<file path="config.mk">
export PLATFORM = sky130hd
export DESIGN_NAME = linear_probe_hash_table_core
export DESIGN_NICKNAME = d
export VERILOG_FILES = /design/src/hw/rtl/lpht_pkg.sv /design/src/hw/rtl/lpht_mod.sv /design/src/hw/rtl/linear_probe_hash_table_core.sv
export SDC_FILE = /design/constraint.sdc
export NUM_CORES = 1
export LEC_CHECK = 0
export BUFFER_PORTS_ARGS = -buffer_cell sky130_fd_sc_hd__buf_2
export CAP_MARGIN = 20
export CORE_MARGIN = 1
export CORE_UTILIZATION = 45
export DETAILED_ROUTE_END_ITERATION = 12
export GPL_TIMING_DRIVEN = 0
export PLACE_DENSITY_LB_ADDON = 0.25
export REMOVE_ABC_BUFFERS = 1
export SLEW_MARGIN = 20
export SYNTH_ARGS = -nofsm -noshare
export SYNTH_HDL_FRONTEND = slang
export SYNTH_SLANG_ARGS = --single-unit
</file>
<file path="constraint.sdc">
create_clock -name clk -period 2.85 [get_ports clk]
set_input_delay 0.57 -clock clk [delete_from_list [all_inputs] [get_ports clk]]
set_output_delay 0.57 -clock clk [all_outputs]
set_load 0.01 [all_outputs]
</file>
<file path="src/hw/rtl/lpht_pkg.sv">
// shared types and constants of the linear-probing hash table
package lpht_pkg;

	// key and reported slot widths
	localparam int KEY_W   = 16;
	localparam int SLOT_W  = 4;

	// request kinds
	typedef enum logic [1:0] {
		KIND_INSERT = 2'd0,
		KIND_SEARCH = 2'd1,
		KIND_CLEAR  = 2'd2,
		KIND_NONE   = 2'd3
	} kind_t;

	// result status codes
	typedef enum logic [1:0] {
		STAT_DONE  = 2'd0,
		STAT_FOUND = 2'd1,
		STAT_MISS  = 2'd2,
		STAT_FULL  = 2'd3
	} status_t;

	// sequencer states
	typedef enum logic [2:0] {
		ST_INIT,
		ST_IDLE,
		ST_HASH,
		ST_READ,
		ST_CHECK,
		ST_CLEAR
	} state_t;

	// request transaction
	typedef struct packed {
		kind_t              kind;
		logic [KEY_W-1:0]   key;
	} req_t;

	// result transaction
	typedef struct packed {
		status_t            status;
		logic [SLOT_W-1:0]  slot;
	} rsp_t;

endpackage

</file>
<file path="src/hw/rtl/lpht_mod.sv">
// key-modulo-table-size unit by reciprocal multiplication; key, quotient and remainder are registered in turn
module lpht_mod #(
	parameter int DIVISOR = 16
) (
	input  logic                          clk,
	input  logic                          arst_n,
	input  logic                          start,
	input  logic [lpht_pkg::KEY_W-1:0]    dividend,
	output logic                          done,
	output logic [$clog2(DIVISOR)-1:0]    rem
);
	import lpht_pkg::*;

	localparam int AW = $clog2(DIVISOR);
	// quotient is (key * RECIP) >> K, exact for every key of KEY_W bits
	localparam int K  = KEY_W + AW;
	localparam longint unsigned RECIP =
		((longint'(1) << K) + longint'(DIVISOR) - 1) / longint'(DIVISOR);
	localparam int PW = (2 * KEY_W + 2 > K + AW) ? 2 * KEY_W + 2 : K + AW;

	logic              mul_q;
	logic              sub_q;
	logic              done_q;
	logic [KEY_W-1:0]  key_q;
	logic [AW-1:0]     quot_q;
	logic [AW-1:0]     rem_q;
	logic [PW-1:0]     prod;
	logic [AW-1:0]     back;

	// scaled quotient, only its low bits matter for the remainder
	assign prod = PW'(key_q) * PW'(RECIP);
	// low bits of quotient times divisor
	assign back = quot_q * AW'(DIVISOR);

	// step control
	always_ff @(posedge clk or negedge arst_n) begin
		if (!arst_n) begin
			mul_q  <= 1'b0;
			sub_q  <= 1'b0;
			done_q <= 1'b0;
		end else begin
			mul_q  <= start;
			sub_q  <= mul_q;
			done_q <= sub_q;
		end
	end

	// datapath
	always_ff @(posedge clk) begin
		if (start) begin
			key_q <= dividend;
		end
		if (mul_q) begin
			quot_q <= prod[K +: AW];
		end
		if (sub_q) begin
			rem_q <= key_q[AW-1:0] - back;
		end
	end

	assign done = done_q;
	assign rem  = rem_q;

endmodule

</file>
<file path="src/hw/rtl/linear_probe_hash_table_core.sv">
// open-addressing hash table with linear probing, sequencer and slot memory
// insert or search first take the home slot remainder from lpht_mod, then probe
//   slot after slot, each probe a memory read (ST_READ) and a compare (ST_CHECK)
// clear sweeps the slot memory at one slot per cycle
// one transaction at a time, busy high until done; an unused kind answers next cycle without raising busy
// after reset a clearing pass over every slot runs with busy high
// each result shows on rsp with a one-cycle done strobe and stays until the next; the receiver cannot stall
module linear_probe_hash_table_core #(
	parameter int TABLE_SIZE = 16
) (
	input  logic             clk,
	input  logic             arst_n,
	input  logic             start,
	input  lpht_pkg::req_t   req,
	output logic             busy,
	output logic             done,
	output lpht_pkg::rsp_t   rsp
);
	import lpht_pkg::*;

	localparam int AW = $clog2(TABLE_SIZE);
	localparam int CW = $clog2(TABLE_SIZE + 1);

	state_t            state_q, state_d;
	req_t              req_q;
	logic [AW-1:0]     addr_q, addr_d;
	logic [CW-1:0]     cnt_q, cnt_d;
	logic [CW-1:0]     cnt_next;
	logic [AW-1:0]     addr_next;
	logic              accept;
	logic              mod_done;
	logic [AW-1:0]     mod_rem;
	logic              mem_we;
	logic [KEY_W:0]    mem_wdata;
	logic [KEY_W:0]    mem [TABLE_SIZE];
	logic [KEY_W:0]    rd_q;
	logic              rd_used;
	logic [KEY_W-1:0]  rd_key;
	logic              done_q, done_d;
	rsp_t              rsp_q, rsp_d;
	logic [AW+SLOT_W-1:0] slot_ext;
	logic [SLOT_W-1:0] slot_cur;

	assign accept  = start && (state_q == ST_IDLE);
	assign rd_used = rd_q[KEY_W];
	assign rd_key  = rd_q[KEY_W-1:0];

	// probe step, wrapping at the last slot
	assign cnt_next  = cnt_q + 1'b1;
	assign addr_next = (addr_q == AW'(TABLE_SIZE - 1)) ? '0 : addr_q + 1'b1;

	// reported slot is the low bits of the address
	assign slot_ext = {{SLOT_W{1'b0}}, addr_q};
	assign slot_cur = slot_ext[SLOT_W-1:0];

	// home slot remainder
	lpht_mod #(
		.DIVISOR (TABLE_SIZE)
	) u_mod (
		.clk      (clk),
		.arst_n   (arst_n),
		.start    (accept && (req.kind == KIND_INSERT || req.kind == KIND_SEARCH)),
		.dividend (req.key),
		.done     (mod_done),
		.rem      (mod_rem)
	);

	// state register and counters
	always_ff @(posedge clk or negedge arst_n) begin
		if (!arst_n) begin
			state_q <= ST_INIT;
			addr_q  <= '0;
			cnt_q   <= '0;
			done_q  <= 1'b0;
		end else begin
			state_q <= state_d;
			addr_q  <= addr_d;
			cnt_q   <= cnt_d;
			done_q  <= done_d;
		end
	end

	// request and result payload
	always_ff @(posedge clk) begin
		if (accept) begin
			req_q <= req;
		end
		rsp_q <= rsp_d;
	end

	// slot memory: used flag over key, registered read
	always_ff @(posedge clk) begin
		if (mem_we) begin
			mem[addr_q] <= mem_wdata;
		end
		rd_q <= mem[addr_q];
	end

	// sequencer
	always_comb begin
		state_d   = state_q;
		addr_d    = addr_q;
		cnt_d     = cnt_q;
		mem_we    = 1'b0;
		mem_wdata = '0;
		done_d    = 1'b0;
		rsp_d     = rsp_q;
		unique case (state_q)
			ST_INIT, ST_CLEAR: begin
				mem_we = 1'b1;
				if (addr_q == AW'(TABLE_SIZE - 1)) begin
					addr_d  = '0;
					state_d = ST_IDLE;
					if (state_q == ST_CLEAR) begin
						done_d = 1'b1;
						rsp_d  = '{status: STAT_DONE, slot: '0};
					end
				end else begin
					addr_d = addr_q + 1'b1;
				end
			end
			ST_IDLE: begin
				if (accept) begin
					unique case (req.kind)
						KIND_INSERT, KIND_SEARCH: state_d = ST_HASH;
						KIND_CLEAR: begin
							addr_d  = '0;
							state_d = ST_CLEAR;
						end
						default: begin
							done_d = 1'b1;
							rsp_d  = '{status: STAT_MISS, slot: '0};
						end
					endcase
				end
			end
			ST_HASH: begin
				if (mod_done) begin
					addr_d  = mod_rem;
					cnt_d   = '0;
					state_d = ST_READ;
				end
			end
			ST_READ: begin
				state_d = ST_CHECK;
			end
			ST_CHECK: begin
				if (req_q.kind == KIND_INSERT && !rd_used) begin
					mem_we    = 1'b1;
					mem_wdata = {1'b1, req_q.key};
					done_d    = 1'b1;
					rsp_d     = '{status: STAT_DONE, slot: slot_cur};
					state_d   = ST_IDLE;
				end else if (req_q.kind == KIND_SEARCH && !rd_used) begin
					done_d  = 1'b1;
					rsp_d   = '{status: STAT_MISS, slot: '0};
					state_d = ST_IDLE;
				end else if (req_q.kind == KIND_SEARCH && rd_key == req_q.key) begin
					done_d  = 1'b1;
					rsp_d   = '{status: STAT_FOUND, slot: slot_cur};
					state_d = ST_IDLE;
				end else if (cnt_next == CW'(TABLE_SIZE)) begin
					// one full wrap without a free slot or a hit
					done_d  = 1'b1;
					rsp_d   = '{status: (req_q.kind == KIND_INSERT) ? STAT_FULL : STAT_MISS,
						slot: '0};
					state_d = ST_IDLE;
				end else begin
					addr_d  = addr_next;
					cnt_d   = cnt_next;
					state_d = ST_READ;
				end
			end
			default: state_d = ST_INIT;
		endcase
	end

	assign busy = (state_q != ST_IDLE);
	assign done = done_q;
	assign rsp  = rsp_q;

	// a result always leaves the block ready for the next transaction
	a_done_idle: assert property (@(posedge clk) disable iff (!arst_n)
		done |-> !busy)
		else $error("result strobed while busy");

	// probe count never passes one full wrap
	a_cnt_range: assert property (@(posedge clk) disable iff (!arst_n)
		cnt_q <= CW'(TABLE_SIZE))
		else $error("probe count beyond table size");

	// a compare always follows its memory read
	a_check_after_read: assert property (@(posedge clk) disable iff (!arst_n)
		state_q == ST_CHECK |-> $past(state_q) == ST_READ)
		else $error("compare without read");

	// insert only writes into an empty slot
	a_write_empty: assert property (@(posedge clk) disable iff (!arst_n)
		(mem_we && state_q == ST_CHECK) |-> !rd_used)
		else $error("insert overwrote a used slot");

	// clear request starts the sweep at slot zero
	a_clear_start: assert property (@(posedge clk) disable iff (!arst_n)
		(accept && req.kind == KIND_CLEAR) |=> (state_q == ST_CLEAR && addr_q == '0))
		else $error("clear sweep did not start");

endmodule
</file>
Yosys cells after proc, flatten, opt, wreduce, memory -nomap -nowiden

Memories as Yosys holds them, arrays and structs flattened. A register that Yosys moved wholly into a read port is not among the register bits.
Cells that the tools add are included.

Logic and storage cells: 109
Bits of input ports: 21
Bits in writable memories: 272
Memories: 1
Flip-flop bits (word level): 48
Output and inout port bits: 8

Muxes and demuxes: 49
Eq/ne operators: 24
Reductions and logical operators: 20
Add/sub/neg operators: 2

Memory list:

| memory | words | bits a word | rd ports | clocked after Yosys merged registers in | wr ports | line                               | RTL |
|---|---|---|---|---|---|---|---|
| mem    | 16    | 17          | 1        | 1                                       | 1        | linear_probe_hash_table_core.sv:35 | `logic [KEY_W:0] mem [TABLE_SIZE];` |

Operator list:

| operator                                                                | number |
|---|---|
| 6-bit 2-to-1 mux                                                        | 8 |
| 17-bit 2-to-1 mux                                                       | 2 |
| 4-bit 2-to-1 mux                                                        | 8 |
| 5-bit 2-to-1 mux                                                        | 5 |
| 6-bit case mux with 3 select lines                                      | 1 |
| 16-bit == test                                                          | 1 |
| 2-bit inequality test, second input constant                            | 8 |
| 4-bit case mux with 4 select lines                                      | 1 |
| 3-bit case mux with 5 select lines                                      | 1 |
| 1-bit 2-to-1 mux                                                        | 12 |
| 6-bit AND reduction                                                     | 2 |
| 5-bit case mux with 2 select lines                                      | 1 |
| 3-bit 2-to-1 mux                                                        | 3 |
| 2-bit 2-to-1 mux                                                        | 4 |
| 8-bit AND reduction                                                     | 1 |
| 3-bit by 2-bit == test with 1-bit output, second input constant         | 2 |
| 3-bit == test, second input constant                                    | 2 |
| 3-bit by 1-bit inequality test with 1-bit output, second input constant | 2 |
| 3-bit case mux with 2 select lines                                      | 1 |
| 5-bit by 1-bit adder with 5-bit output, second input constant           | 1 |
| 5-bit == test, second input constant                                    | 1 |
| 1-bit logical AND                                                       | 5 |
| 5-bit inequality test, second input constant                            | 1 |
| 4-bit by 1-bit adder with 4-bit output, second input constant           | 1 |
| other kinds (17)                                                        | 21 |

Logic depth before layout (Yosys ltp)

Depth after elaboration: 7
Depth in mapped cells: 8
Mapped depth without buffers: 7

By module

A second synthesis with hierarchy kept.

Cell total of the unflattened synthesis: 632
Area, all modules: 13107.6 µm²

By module, submodules not included:

| module                       | seq. area each (µm²) | cells an instance | area an instance (µm²) | times used |
|---|---|---|---|---|
| linear_probe_hash_table_core | 9554.2               | 621               | 12792.3                | 1 |
| lpht_mod                     | 315.3                | 11                | 315.3                  | 1 |

Least setup slack after synthesis

Ideal clock, no wire load.

Kind: reg2reg
From: reg req_q[17] (netlist name)
To: mem mem[15][0] (netlist name) (enable)
Cell stages (with the launch flop): 4
Data required time: 2.416 ns
Arrival: 2.694 ns
Setup slack: -0.278 ns
Cell sequence: edfxtp_1 -> or3_1 -> nor3b_1 -> nor4_1

Longest elaborated chain between the ends: 6

Ends and longest elaborated chain:

| item                                   | line                                | RTL |
|---|---|---|
| start: declaration                     | linear_probe_hash_table_core.sv:25  | `req_t req_q;` |
| start signal: assignment               | linear_probe_hash_table_core.sv:86  | `req_q <= req;` |
| 2-bit zero test                        | linear_probe_hash_table_core.sv:148 | `if (req_q.kind == KIND_INSERT && !rd_used) begin` |
| 1-bit logical AND                      | linear_probe_hash_table_core.sv:148 |  |
| 1-bit 2-to-1 mux                       | linear_probe_hash_table_core.sv:148 |  |
| 1-bit case mux with 2 select lines     | linear_probe_hash_table_core.sv:108 | `unique case (state_q)` |
| 1-bit 2-to-1 mux                       | linear_probe_hash_table_core.sv:93  | `if (mem_we) begin` |
| 1-bit 2-to-1 mux (not written as such) | linear_probe_hash_table_core.sv:94  | `mem[addr_q] <= mem_wdata;` |
| end: declaration                       | linear_probe_hash_table_core.sv:35  |  |

No other way between the ends.

Worst setup path after layout

From: reg req_q[17] (netlist name)
To: mem mem[6][5] (netlist name) (enable)

Same word-level chain as after synthesis.

==> results.ini <==
[setup_path]
cp.arrival_ns=3.02
worst-setup-path-type=flop to flop
cp-end-kind=flop
cp-start-kind=flop
critPathRequiredTime_ns=3.07
path_max_fanout=10

[routing]
drc=0
vias_per_cell=5.698
wl_per_cell_um=25.53
firstDrtPassIters=5
num_vias=6422
drt-initial-drc-count=520
ant_nets=0
routed_wl_mm=28.77

[clock_tree]
cts_made_buffers=36
cts_htree_levels=2
cts_sinks=337
cts.clk_slew.worst_paths_ns=0.06
root_buffer=clkbuf_16
cts.path.max_buffers=3
clk_latency_ns=0.52
cts_tree=built

[hold_path]
hold_path.class=primary input to flop

[synthesis]
yosysMostFrequentCell=edfxtp_1
ys_ff_latch=337
async_reset_ff_share_pct=4.748
yosys-top-cells-area=edfxtp_1 69%, mux4_2 15%, dfrtp_1 3.0%
synth_top_area_share_pct=69.41
synth.distinct_cells=54
synthTopCellsByCount=304 x edfxtp_1, 85 x mux4_2, 24 x nor2_1, 21 x and2_1
yosysWarnings=0
synth_area_per_cell_um2=20.71
synth_flop_cell=edfxtp_1
syn_inst=635
synth.largest_area_cell=edfxtp_1
synth_edf_count=304
synth_seq_area_share_pct=75.05
syn_area_um2=13150

[finish]
final_nets=742
seq_area_um2=9878
syn2layout_area_growth_pct=19.36
final_util_pct=54.69
n_fill_cell=2183
drive_above_1_share_pct=32.84
num_antenna_cells=0
multi_input_area_um2=3251

[placed_design]
place.gp.congestion=0.7890
port_buffers=28
hpwl_mm=17.37

[sta]
max-slew-margin-rel_pct=53.28
rsz0062_at_grt=true
drv_slew=0
fin_tns_setup_ns=0
fmax_mhz=357.0
layout_min_cycle_time_ns=2.801
finalHoldViolCount=0
min_period_over_period_pct=98.28
final-setup-viol-count=0
finClkSkew_ns=0.01532
worstMarginPinSlew_ns=0.7008

[power]
p_total_w=0.01575
peakVddDrop_uv=581.4
cellPowerDensity_nw_per_um2=1003
power_leakage_nw=5.134

[global_route]
first_global_vias=6648
grt_overflow=0
antenna_found_initial=0
grt_pass1_wl_mm=42.53
use_met1_pct=28.10
grt_util_all_layers_pct=19.65
grt_max_degree=39
use_met2_pct=31.20
grtUsageMet3_pct=2.924
busiest_layer=met2

[job]
maxCapViolations=0

[floorplan]
die_area_um2=29910
die_w_um=173.0
num_rows=62
io-pin-count=29
core-area_um2=28700
fp.dieH_um=173.0
floorplan.initialDensity_pct=45.82

[run_status]
status=completed

-- registers in the layout (all words and copies together), names as in the netlist, 4 cells and up --
name / count
addr_q: 4
cnt_q: 5
mem: 272
rd_q: 17
req_q: 18
rsp: 6
u_mod.key_q: 4
u_mod.rem: 4
-- through the flow --
step / cell area (µm²) / hold WS (ns) / worst slack [ns] / cells
6_report: 15700 / 0.2340 / 0.04898 / 1127
5_1_grt: 15700 / 0.2210 / -0.05654 / 1127
4_1_cts: 15560 / 0.2155 / 0.01064 / 1118
3_5_place_dp: 14280 / 0.3355 / -0.3465 / 1048
3_3_place_gp: 13600 / 0.3320 / -6.953 / 1016
2_1_floorplan: 12980 / 0.2744 / -2.774 / 604
-- area by class of cell --
type                            instances  area share, %
Sequential cell                       337          62.93
Multi-Input combinational cell        262          20.71
Clock buffer                           49          6.504
Timing Repair Buffer                   73          5.436
Tap cell                              384          3.061
Clock inverter                         17          1.243
Inverter                                5         0.1196
-- logic make-up (layout without fill, tap and decap cells) --
group,count (synthesis),after routing,synth area share [%]
buffers and inverters,36,144,1.418
muxes,89,89,14.88
xor gates and xnor gates,17,17,1.132
adders and majority gates,6,6,0.5708
and+or+nand+nor,105,105,4.405
AOI/OAI and AO/OA,45,45,2.550
DFF,337,337,75.05
-- critical path, cell delays in order (launching register included) --
cell,delay (ns)
edfxtp_1,0.48
or3_1,0.49
nor3b_1,0.24
nor3_2,0.28
nand2_1,0.33
nor2_4,0.47
buf_16,0.21
-- placed cells by master (no fill, tap or decap), types with 3 or more instances in the layout --
cell,netlist,routed
a32o_1,3,3
nor3_4,1,5
buf_2,5,31
xor2_1,4,4
edfxtp_1,304,304
dfrtp_1,16,13
inv_1,5,4
o22ai_1,5,5
nor2_1,24,12
dfxtp_1,17,17
nor2_4,0,12
and3_1,6,5
nand2b_1,5,5
clkbuf_1,13,7
mux4_2,85,85
buf_4,8,17
nand2_1,17,17
clkinv_2,0,4
xnor2_1,13,13
clkinv_1,0,4
nor2b_1,4,4
clkbuf_16,0,37
nand3_1,5,5
a211o_1,3,3
a21oi_1,12,12
buf_12,0,9
nand4_1,4,4
ha_1,6,6
buf_16,0,13
o21ai_0,6,6
and2_1,21,21
clkinvlp_4,0,3
clkbuf_8,0,5
bufinv_16,0,4
-- what timing repair did --
| item | CTS | global route |
|---|---|---|
| gates resized for setup | 3 | 3 |
| endpoints found under the setup margin | 34 | 92 |
| hold buffers | 1 | 0 |
| pin swaps | 1 | 6 |
| hold endpoints to repair | 16 | 0 |
| setup buffers | 3 | 9 |
-- layer usage --
layer,vias to the layer above,part of all wire (%)
li1,2756,-
met1,3402,43
met2,212,49
met3,52,5.8
met4,0,2.4
met5,-,0
-- power breakdown --
group	switching, W	internal [W]	total (W)
clock network	0.00184	0.00288	0.00472
logic	0.00215	0.00217	0.00432
registers	0.000452	0.00625	0.00670
total	0.00444	0.0113	0.0157
-- final timing paths --
path                            slack, ns  depth (start not counted)             startpoint                    end
worst max-delay path                 0.05                          6    req_q[17]$_DFFE_PP_    mem[6][5]$_DFFE_PP_
worst min-delay path                 0.23                          1                 req[5]     req_q[5]$_DFFE_PP_
worst max register to register       0.05                          6    req_q[17]$_DFFE_PP_    mem[6][5]$_DFFE_PP_
worst min register to register       0.35                          0  u_mod.mul_q$_DFF_PN0_  u_mod.sub_q$_DFF_PN0_
max in group asynchronous            2.03                          2                 arst_n  addr_q[1]$_DFFE_PN0P_
min in group asynchronous            0.51                          2                 arst_n   cnt_q[4]$_DFFE_PN0P_
No activity file was read; power rests on OpenSTA's default activity.
